$ cat src/lpps_pkg.sv
`timescale 1ns / 1ps
// ----------------------------------------------------------------------------
// lpps_pkg: shared types and constants of the LED pixel PWM serializer
// Item and result payloads, configuration set, command queue entry, opcodes
// and the color byte rotation.
// ----------------------------------------------------------------------------
package lpps_pkg;

  localparam int unsigned MaxPixels    = 32;
  localparam int unsigned PixIdxW      = 5;
  localparam int unsigned ColorW       = 24;
  localparam int unsigned DutyW        = 16;
  localparam int unsigned CountW       = 6;
  localparam int unsigned BitsPerPixel = 24;
  localparam int unsigned BitCntW      = 5;
  localparam int unsigned CfgIdxW      = 2;
  localparam int unsigned CfgDataW     = 16;

  localparam logic [CountW-1:0]  MaxPixelsCnt = CountW'(MaxPixels);
  localparam logic [BitCntW-1:0] LastBitIdx   = BitCntW'(BitsPerPixel - 1);
  localparam logic [CountW-1:0]  LedCountRst  = CountW'(32);

  // Operation codes carried by an input item
  typedef enum logic [1:0] {
    OpSet  = 2'd0,
    OpFill = 2'd1,
    OpShow = 2'd2
  } lpps_op_e;

  // Configuration register indexes
  typedef enum logic [CfgIdxW-1:0] {
    RegColorOrder = 2'd0,
    RegOneDuty    = 2'd1,
    RegZeroDuty   = 2'd2,
    RegLedCount   = 2'd3
  } lpps_reg_e;

  // Back end sequencer states
  typedef enum logic [1:0] {
    StIdle,
    StFill,
    StRead,
    StShow
  } lpps_state_e;

  typedef struct packed {
    logic [1:0]         operation;
    logic [PixIdxW-1:0] pixel_index;
    logic [ColorW-1:0]  color;
  } lpps_in_t;

  typedef struct packed {
    logic [DutyW-1:0] duty_word;
    logic             last_bit;
  } lpps_out_t;

  typedef struct packed {
    logic              color_order;
    logic [DutyW-1:0]  one_duty;
    logic [DutyW-1:0]  zero_duty;
    logic [CountW-1:0] led_count;
  } lpps_cfg_t;

  // Classified command passed from front to back
  typedef struct packed {
    lpps_op_e           op;
    logic [PixIdxW-1:0] idx;
    logic [ColorW-1:0]  pix;
    logic [CountW-1:0]  count;
  } lpps_cmd_t;

  // Rotate color bytes right by one byte (low byte to the top) when color_order is set
  function automatic logic [ColorW-1:0] apply_order(input logic order,
                                                    input logic [ColorW-1:0] c);
    logic [ColorW-1:0] r;
    r = order ? {c[7:0], c[23:16], c[15:8]} : c;
    return r;
  endfunction

endpackage

$ cat src/lpps_ram.sv
`timescale 1ns / 1ps
// ----------------------------------------------------------------------------
// lpps_ram: generic single write, single read RAM
// One write port and one read port with registered read data.
// ----------------------------------------------------------------------------
module lpps_ram #(
  parameter int unsigned Width = 24,
  parameter int unsigned Depth = 32
) (
  input  logic                     clk_i,
  input  logic                     we_i,
  input  logic [$clog2(Depth)-1:0] waddr_i,
  input  logic [Width-1:0]         wdata_i,
  input  logic [$clog2(Depth)-1:0] raddr_i,
  output logic [Width-1:0]         rdata_o
);

  logic [Width-1:0] mem_q [Depth];

  // Write and registered read
  always_ff @(posedge clk_i) begin
    if (we_i) begin
      mem_q[waddr_i] <= wdata_i;
    end
    rdata_o <= mem_q[raddr_i];
  end

endmodule

$ cat src/lpps_front.sv
`timescale 1ns / 1ps
// ----------------------------------------------------------------------------
// lpps_front: item intake and command queue
// Accepts items, drops unused opcodes, applies color order and fill count
// saturation, and buffers commands in a two entry queue.
// ----------------------------------------------------------------------------
module lpps_front
  import lpps_pkg::*;
(
  input  logic      clk_i,
  input  logic      rst_ni,
  input  logic      start_i,
  input  lpps_in_t  item_i,
  output logic      busy_o,
  input  lpps_cfg_t cfg_i,
  output logic      cmd_valid_o,
  output lpps_cmd_t cmd_o,
  input  logic      cmd_ready_i
);

  logic      wr_ptr_q, wr_ptr_d;
  logic      rd_ptr_q, rd_ptr_d;
  logic [1:0] cnt_q, cnt_d;
  lpps_cmd_t  slot_q [2];
  lpps_cmd_t  cmd_new;
  logic       known_op;
  logic       push, pop;
  logic [CountW-1:0] fill_cnt;

  // Classify the incoming item
  always_comb begin
    fill_cnt = (cfg_i.led_count > MaxPixelsCnt) ? MaxPixelsCnt : cfg_i.led_count;
    known_op = 1'b1;
    cmd_new.op = OpSet;
    unique case (item_i.operation)
      OpSet:   cmd_new.op = OpSet;
      OpFill:  cmd_new.op = OpFill;
      OpShow:  cmd_new.op = OpShow;
      default: known_op = 1'b0;
    endcase
    cmd_new.idx   = item_i.pixel_index;
    cmd_new.pix   = apply_order(cfg_i.color_order, item_i.color);
    cmd_new.count = fill_cnt;
  end

  assign busy_o      = cnt_q[1];
  assign push        = start_i && !busy_o && known_op;
  assign cmd_valid_o = (cnt_q != 2'd0);
  assign pop         = cmd_valid_o && cmd_ready_i;
  assign cmd_o       = slot_q[rd_ptr_q];

  // Advance queue pointers
  always_comb begin
    wr_ptr_d = push ? !wr_ptr_q : wr_ptr_q;
    rd_ptr_d = pop ? !rd_ptr_q : rd_ptr_q;
    cnt_d    = cnt_q + 2'(push) - 2'(pop);
  end

  always_ff @(posedge clk_i or negedge rst_ni) begin
    if (!rst_ni) begin
      wr_ptr_q <= 1'b0;
      rd_ptr_q <= 1'b0;
      cnt_q    <= 2'd0;
    end else begin
      wr_ptr_q <= wr_ptr_d;
      rd_ptr_q <= rd_ptr_d;
      cnt_q    <= cnt_d;
    end
  end

  // Hold queued commands
  always_ff @(posedge clk_i) begin
    if (push) begin
      slot_q[wr_ptr_q] <= cmd_new;
    end
  end

  a_cnt_bound: assert property (@(posedge clk_i) disable iff (!rst_ni)
    cnt_q != 2'd3)
    else $error("queue count out of range");

  a_no_push_full: assert property (@(posedge clk_i) disable iff (!rst_ni)
    (cnt_q == 2'd2 && !pop) |=> cnt_q == 2'd2)
    else $error("full queue changed without a pop");

endmodule

$ cat src/lpps_back.sv
`timescale 1ns / 1ps
// ----------------------------------------------------------------------------
// lpps_back: command execution
// Writes the pixel store for set and fill, reads a pixel for show and
// streams its 24 duty words, most significant bit first.
// ----------------------------------------------------------------------------
module lpps_back
  import lpps_pkg::*;
(
  input  logic      clk_i,
  input  logic      rst_ni,
  input  lpps_cfg_t cfg_i,
  input  logic      cmd_valid_i,
  input  lpps_cmd_t cmd_i,
  output logic      cmd_ready_o,
  output logic      out_valid_o,
  output lpps_out_t result_o
);

  lpps_state_e state_q, state_d;
  logic [ColorW-1:0]  pix_q, pix_d;
  logic [CountW-1:0]  count_q, count_d;
  logic [CountW-1:0]  fill_cnt_q, fill_cnt_d;
  logic [BitCntW-1:0] bit_q, bit_d;
  logic [MaxPixels-1:0] valid_q, valid_d;
  logic rd_valid_q, rd_valid_d;
  logic out_valid_q, out_valid_d;
  lpps_out_t result_q, result_d;
  logic pop, in_range;
  logic ram_we;
  logic [PixIdxW-1:0] ram_waddr;
  logic [ColorW-1:0]  ram_wdata, ram_rdata;

  assign cmd_ready_o = (state_q == StIdle);
  assign pop         = cmd_valid_i && cmd_ready_o;
  assign in_range    = ({1'b0, cmd_i.idx} < MaxPixelsCnt);

  lpps_ram #(
    .Width(ColorW),
    .Depth(MaxPixels)
  ) u_store (
    .clk_i  (clk_i),
    .we_i   (ram_we),
    .waddr_i(ram_waddr),
    .wdata_i(ram_wdata),
    .raddr_i(cmd_i.idx),
    .rdata_o(ram_rdata)
  );

  // Next state
  always_comb begin
    state_d = state_q;
    unique case (state_q)
      StIdle: begin
        if (pop) begin
          if (cmd_i.op == OpFill && cmd_i.count != '0) begin
            state_d = StFill;
          end else if (cmd_i.op == OpShow) begin
            state_d = StRead;
          end
        end
      end
      StFill: begin
        if (fill_cnt_q + CountW'(1) == count_q) begin
          state_d = StIdle;
        end
      end
      StRead: state_d = StShow;
      StShow: begin
        if (bit_q == LastBitIdx) begin
          state_d = StIdle;
        end
      end
      default: state_d = StIdle;
    endcase
  end

  // Datapath and store control
  always_comb begin
    ram_we      = 1'b0;
    ram_waddr   = cmd_i.idx;
    ram_wdata   = cmd_i.pix;
    pix_d       = pix_q;
    count_d     = count_q;
    fill_cnt_d  = fill_cnt_q;
    bit_d       = bit_q;
    valid_d     = valid_q;
    rd_valid_d  = rd_valid_q;
    out_valid_d = 1'b0;
    result_d    = result_q;
    unique case (state_q)
      StIdle: begin
        if (pop) begin
          pix_d      = cmd_i.pix;
          count_d    = cmd_i.count;
          fill_cnt_d = '0;
          bit_d      = '0;
          rd_valid_d = in_range && valid_q[cmd_i.idx];
          if (cmd_i.op == OpSet && in_range) begin
            ram_we              = 1'b1;
            valid_d[cmd_i.idx]  = 1'b1;
          end
        end
      end
      StFill: begin
        ram_we     = 1'b1;
        ram_waddr  = fill_cnt_q[PixIdxW-1:0];
        ram_wdata  = pix_q;
        valid_d[fill_cnt_q[PixIdxW-1:0]] = 1'b1;
        fill_cnt_d = fill_cnt_q + CountW'(1);
      end
      StRead: begin
        pix_d = rd_valid_q ? ram_rdata : '0;
      end
      StShow: begin
        out_valid_d        = 1'b1;
        result_d.duty_word = pix_q[ColorW-1] ? cfg_i.one_duty : cfg_i.zero_duty;
        result_d.last_bit  = (bit_q == LastBitIdx);
        pix_d              = {pix_q[ColorW-2:0], 1'b0};
        bit_d              = bit_q + BitCntW'(1);
      end
      default: ;
    endcase
  end

  always_ff @(posedge clk_i or negedge rst_ni) begin
    if (!rst_ni) begin
      state_q     <= StIdle;
      valid_q     <= '0;
      out_valid_q <= 1'b0;
      bit_q       <= '0;
      fill_cnt_q  <= '0;
    end else begin
      state_q     <= state_d;
      valid_q     <= valid_d;
      out_valid_q <= out_valid_d;
      bit_q       <= bit_d;
      fill_cnt_q  <= fill_cnt_d;
    end
  end

  always_ff @(posedge clk_i) begin
    pix_q      <= pix_d;
    count_q    <= count_d;
    rd_valid_q <= rd_valid_d;
    result_q   <= result_d;
  end

  assign out_valid_o = out_valid_q;
  assign result_o    = result_q;

  a_out_from_show: assert property (@(posedge clk_i) disable iff (!rst_ni)
    out_valid_q |-> $past(state_q == StShow))
    else $error("result strobe without a show cycle");

  a_no_write_show: assert property (@(posedge clk_i) disable iff (!rst_ni)
    !(ram_we && (state_q == StShow || state_q == StRead)))
    else $error("store written during a show");

  a_bit_bound: assert property (@(posedge clk_i) disable iff (!rst_ni)
    (state_q == StShow) |-> (bit_q <= LastBitIdx))
    else $error("bit counter past the last bit");

  a_last_ends: assert property (@(posedge clk_i) disable iff (!rst_ni)
    (out_valid_q && result_q.last_bit) |-> state_q == StIdle)
    else $error("last word did not end the show");

endmodule

$ cat src/led_pixel_pwm_serializer.sv
`timescale 1ns / 1ps
// ----------------------------------------------------------------------------
// led_pixel_pwm_serializer: pixel store with PWM bit encoder
// Holds 32 pixel colors and turns a shown pixel into 24 PWM duty words.
// ----------------------------------------------------------------------------
// Usage:
//   Items are transferred on start_i while busy_o is low. item_i carries the
//   operation (set, fill, show), a pixel index and a 24-bit color. Unused
//   opcode 3 is accepted and dropped.
//   Items enter a two entry queue; busy_o rises only when that queue is full.
//   A set is done by the back end as it takes the command; a fill then
//   writes led_count pixels from index 0, with led_count capped at 32 (one
//   store write per cycle through the single RAM write port), a show makes
//   one read request, one registered RAM read, then streams 24 words.
//   A show's first word passes the RAM read, pix_q and result registers in turn.
//   Results are strobed by out_valid_o for one cycle each on result_o; the
//   receiver cannot stall, so every strobed word is a transfer.
//   Configuration registers are written through cfg_we_i / cfg_idx_i /
//   cfg_data_i; the user writes only while the block is idle (unenforced).
//   Reset clears control state, color order, duties and per pixel valid
//   bits and sets led_count to 32; every pixel then reads as zero.
// ----------------------------------------------------------------------------
module led_pixel_pwm_serializer
  import lpps_pkg::*;
(
  input  logic                clk_i,
  input  logic                rst_ni,
  input  logic                start_i,
  input  lpps_in_t            item_i,
  output logic                busy_o,
  output logic                out_valid_o,
  output lpps_out_t           result_o,
  input  logic                cfg_we_i,
  input  logic [CfgIdxW-1:0]  cfg_idx_i,
  input  logic [CfgDataW-1:0] cfg_data_i
);

  lpps_cfg_t cfg_q, cfg_d;
  lpps_cmd_t cmd;
  logic      cmd_valid, cmd_ready;

  // Decode configuration writes
  always_comb begin
    cfg_d = cfg_q;
    if (cfg_we_i) begin
      unique case (lpps_reg_e'(cfg_idx_i))
        RegColorOrder: cfg_d.color_order = cfg_data_i[0];
        RegOneDuty:    cfg_d.one_duty    = cfg_data_i[DutyW-1:0];
        RegZeroDuty:   cfg_d.zero_duty   = cfg_data_i[DutyW-1:0];
        RegLedCount:   cfg_d.led_count   = cfg_data_i[CountW-1:0];
        default: ;
      endcase
    end
  end

  always_ff @(posedge clk_i or negedge rst_ni) begin
    if (!rst_ni) begin
      cfg_q.color_order <= 1'b0;
      cfg_q.one_duty    <= '0;
      cfg_q.zero_duty   <= '0;
      cfg_q.led_count   <= LedCountRst;
    end else begin
      cfg_q <= cfg_d;
    end
  end

  lpps_front u_front (
    .clk_i      (clk_i),
    .rst_ni     (rst_ni),
    .start_i    (start_i),
    .item_i     (item_i),
    .busy_o     (busy_o),
    .cfg_i      (cfg_q),
    .cmd_valid_o(cmd_valid),
    .cmd_o      (cmd),
    .cmd_ready_i(cmd_ready)
  );

  lpps_back u_back (
    .clk_i      (clk_i),
    .rst_ni     (rst_ni),
    .cfg_i      (cfg_q),
    .cmd_valid_i(cmd_valid),
    .cmd_i      (cmd),
    .cmd_ready_o(cmd_ready),
    .out_valid_o(out_valid_o),
    .result_o   (result_o)
  );

endmodule
$ cat config.mk
export PLATFORM = sky130hd
export DESIGN_NAME = led_pixel_pwm_serializer
export DESIGN_NICKNAME = d
export VERILOG_FILES = /design/src/lpps_pkg.sv /design/src/lpps_ram.sv /design/src/lpps_front.sv /design/src/lpps_back.sv /design/src/led_pixel_pwm_serializer.sv
export SDC_FILE = /design/constraint.sdc
export NUM_CORES = 1
export LEC_CHECK = 0
export BUFFER_PORTS_ARGS = -buffer_cell sky130_fd_sc_hd__buf_2
export CORE_MARGIN = 2
export CORE_UTILIZATION = 40
export DETAILED_ROUTE_END_ITERATION = 7
export SYNTH_ARGS = -nofsm -noshare
export SYNTH_HDL_FRONTEND = slang
export SYNTH_SLANG_ARGS = --single-unit
export TNS_END_PERCENT = 1
$ cat constraint.sdc
create_clock -name clk_i -period 4.25 [get_ports clk_i]
set_input_delay 0.425 -clock clk_i [delete_from_list [all_inputs] [get_ports clk_i]]
set_output_delay 0.425 -clock clk_i [all_outputs]
set_load 0.01 [all_outputs]
==> flow_summary_export.csv <==
group,metric,value,unit
outcome,status,"completed",
run,cap_violations,0,
layout,fillers,8145,
clock_tree,numCtsBuffers,102,
drt,met3_length,9517,um
critical_path,arrival,4.03,ns
floorplan,num_rows,115,
power_and_ir_drop,power_switching,9.510,mW
power_and_ir_drop,power_density,666.9,mW/mm2
layout,drive_gt1_share,26.15,%
clock_tree,clock_latency,0.68,ns
grt,grt_pass1_wl,158100,um
timing,finalCritPeriodShare,81.38,%
power_and_ir_drop,p_leak,14.97,nW
drt,wl_met1,44100,um
critical_path,worstSetupStartpointType,"flop",
synth,ys_seq_elements,1003,
worst_hold_path,worstHoldPathType,"input port to flop",
placed_design,placed_area,0.04222,mm2
drt,antenna_left,0,
clock_tree,clk_pin_slew,0.06,ns
layout,diodes,0,
drt,wl_per_cell,29.31,um
layout,final-seq-area,0.02944,mm2
grt,grt_pass1_vias,22540,
drt,firstDrtPassIters,7,
grt,antenna_found_initial,1,
layout,multi_input_area,0.009737,mm2
power_and_ir_drop,clkPwrFrac,28.3,%
critical_path,crit_type,"flop to flop",
timing,fmax,289.1,MHz
critical_path,required,4.82,ns
layout,final_common_cell,"edfxtp_1",
synth,syn-num-nets,2250,
power_and_ir_drop,switching_share,31.27,%
floorplan,core,0.09799,mm2
synth,synth_ff_type,"edfxtp_1",
drt,dr.first_iter.drc_count,2853,
floorplan,dieArea,0.1009,mm2
synth,yosys_warnings,0,
timing,min_period,3.459,ns
power_and_ir_drop,peakVddDrop,0.3374,mV
placed_design,post-dp-hpwl,63250,um
clock_tree,post_cts_buffers,0,
timing,setup_tns,0,ns
layout,final_area,0.04561,mm2
floorplan,dieHeight,317.7,um
synth,synth_edf_count,890,
clock_tree,cts_root_buf,"clkbuf_16",
critical_path,worstPathMaxFanout,99,
clock_tree,cts_sinks,1003,
timing,finalMaxSlewViolations,0,
grt,grt-ovfl-total,0,
grt,grt_max_degree,100,
clock_tree,clk_path_buf_depth,3,
timing,skew,0.02682,ns
layout,area_growth,15.89,%
floorplan,io_pins,72,
power_and_ir_drop,intPower,20.91,mW
drt,detail_route.drc_violations,0,
floorplan,start_util,40.16,%
timing,hold_viol_final,0,
critical_path,worst_setup_path_end_kind,"flop",
drt,dr_total_vias,22559,
layout,layout_common_cells,"890 x edfxtp_1, 195 x o21ai_0, 141 x mux4_2",
timing,worst_pin_slew,1.332,ns
synth,synth.distinct_cells,68,
power_and_ir_drop,pwr-share-comb,25.2,%
synth,netlist_instances,2190,
grt,gr-usage-all-layers,21.40,%
power_and_ir_drop,p_seq_share,46.5,%
synth,synth.cell_area,0.03935,mm2
timing,rsz0062_at_grt,"false",
placed_design,port_buffers,71,
layout,final_nets,2425,
drt,dr_wl_met2,51510,um
drt,routed_wirelength,109600,um
drt,vias_per_cell,6.035,
clock_tree,hold_buffers,17,
timing,maxSlewHeadroom,11.19,%
clock_tree,cts_resized,0,
drt,top_layer_used,"met4",
clock_tree,htreeDepth,3,
timing,setup_violations,0,
clock_tree,cts_tree,"done",
synth,synth_async_sr_flop_share,8.873,%
synth,avgSynthCellArea,17.97,um2
synth,synth_seq_area_share,74.79,%
floorplan,fp.dieW,317.7,um
placed_design,gp_congestion,0.8399,
## worst paths after layout
check / start / to / slack (ns) / cells after the start
max: u_front.rd_ptr_q$_DFFE_PN0P_ / u_back.u_store.rdata_o[20]$_DFF_P_ / 0.79 / 6
min: cfg_data_i[3] / cfg_q[9]$_DFFE_PN0P_ / 0.03 / 2
max reg2reg: u_front.rd_ptr_q$_DFFE_PN0P_ / u_back.u_store.rdata_o[20]$_DFF_P_ / 0.79 / 6
min reg2reg: u_back.valid_q[10]$_DFFE_PN0P_ / u_back.valid_q[10]$_DFFE_PN0P_ / 0.45 / 1
max in group asynchronous: rst_ni / cfg_q[5]$_DFFE_PN1P_ / 2.90 / 3
min in group asynchronous: rst_ni / cfg_q[28]$_DFFE_PN0P_ / 0.35 / 2
## synth_stat cells, drive strengths merged (3+ instances only)
library cell	number	area, um2
nand2	43	161.4
and2	4	25.03
dfrtp	88	2202
nand3b	5	37.54
buf	52	275.3
nor3b	5	42.54
ha	7	87.58
and3b	4	35.03
mux2i	55	550.5
a21oi	88	440.4
and3	4	25.02
a22oi	70	525.5
o31ai	3	22.52
a41oi	30	262.8
mux4	141	3176
xnor2	6	52.55
o32ai	5	43.79
clkbuf	79	296.5
o211ai	3	22.52
a22o	5	43.79
inv	8	30.03
nand2b	6	37.54
nor3	6	30.03
dfxtp	24	480.5
mux2	92	1040
nand4	34	212.7
or4	3	22.52
a21o	33	247.7
o21ai	196	980.9
o22ai	33	206.5
nand3	11	55.05
xor2	6	52.55
nor2	76	285.3
or2	6	37.53
or3b	3	26.28
nor2b	16	100.1
edfxtp	890	26730
a221oi	22	192.7
## layer usage
metal | up-vias | track usage (%)
met5 | - | 0
met4 | 0 | 8.402
met2 | 1262 | 34.01
met1 | 11760 | 29.52
met3 | 226 | 3.726
li1 | 9311 | -
## stage by stage
step                      power [mW]  utilization, %  std cells  hold slack, ns  setup WS [ns]
after floorplan                18.65               -       2190          0.1294         0.8500
after global placement         21.69           43.09       3530          0.4326         0.8105
after detailed placement       21.95           43.09       3530          0.4414         0.7508
after CTS                      30.52           46.53       3737        0.002166         0.7165
after global routing           31.48           46.54       3738         0.02959         0.5911
final                          30.42           46.54       3738         0.03087         0.7914
## layout make-up
type,count,area share (%)
timing repair buffer,202,3.490
inverter,8,0.06584
tap,1287,3.531
clock buffer,146,6.203
sequential,1003,64.54
clock inverter,44,0.8176
multi-input combinational,1048,21.35
## critical path: stages, from the launching register on
cell      delay [ns]
dfrtp_2         0.77
mux2_8          0.55
buf_12          0.57
mux4_2          0.60
a22oi_1         0.23
o211ai_1        0.13
a211o_1         0.28
## state kept, by name, summed over array words and instances, names as in the netlist, 2 cells and up
| signal | count |
|---|---|
| u_back.fill_cnt_q | 6 |
| u_back.count_q | 6 |
| u_back.u_store.mem_q | 768 |
| u_back.bit_q | 5 |
| u_back.u_store.rdata_o | 24 |
| u_back.valid_q | 32 |
| u_back.result_o | 17 |
| u_back.pix_q | 24 |
| u_front.cnt_q | 2 |
| u_front.slot_q | 74 |
| u_back.state_q | 2 |
| cfg_q | 39 |
## power groups by stage
stage          registers, mW  clock network (mW)  logic (mW)
2_1_floorplan           14.0                   0        4.69
3_3_place_gp            14.3                   0        7.42
3_5_place_dp            14.3                   0        7.62
4_1_cts                 14.1                8.72        7.65
5_1_grt                 14.2                9.08        8.18
6_report                14.1                8.60        7.67
## cells by family after synthesis
logic type | synth area share (%)
mux | 12.11
flops | 74.79
buf+inv | 1.529
xor+xnor | 0.2671
compound gates | 8.072
simple gates | 3.004
fa+ha+maj | 0.2225
Power figures use the tool's default switching activity.
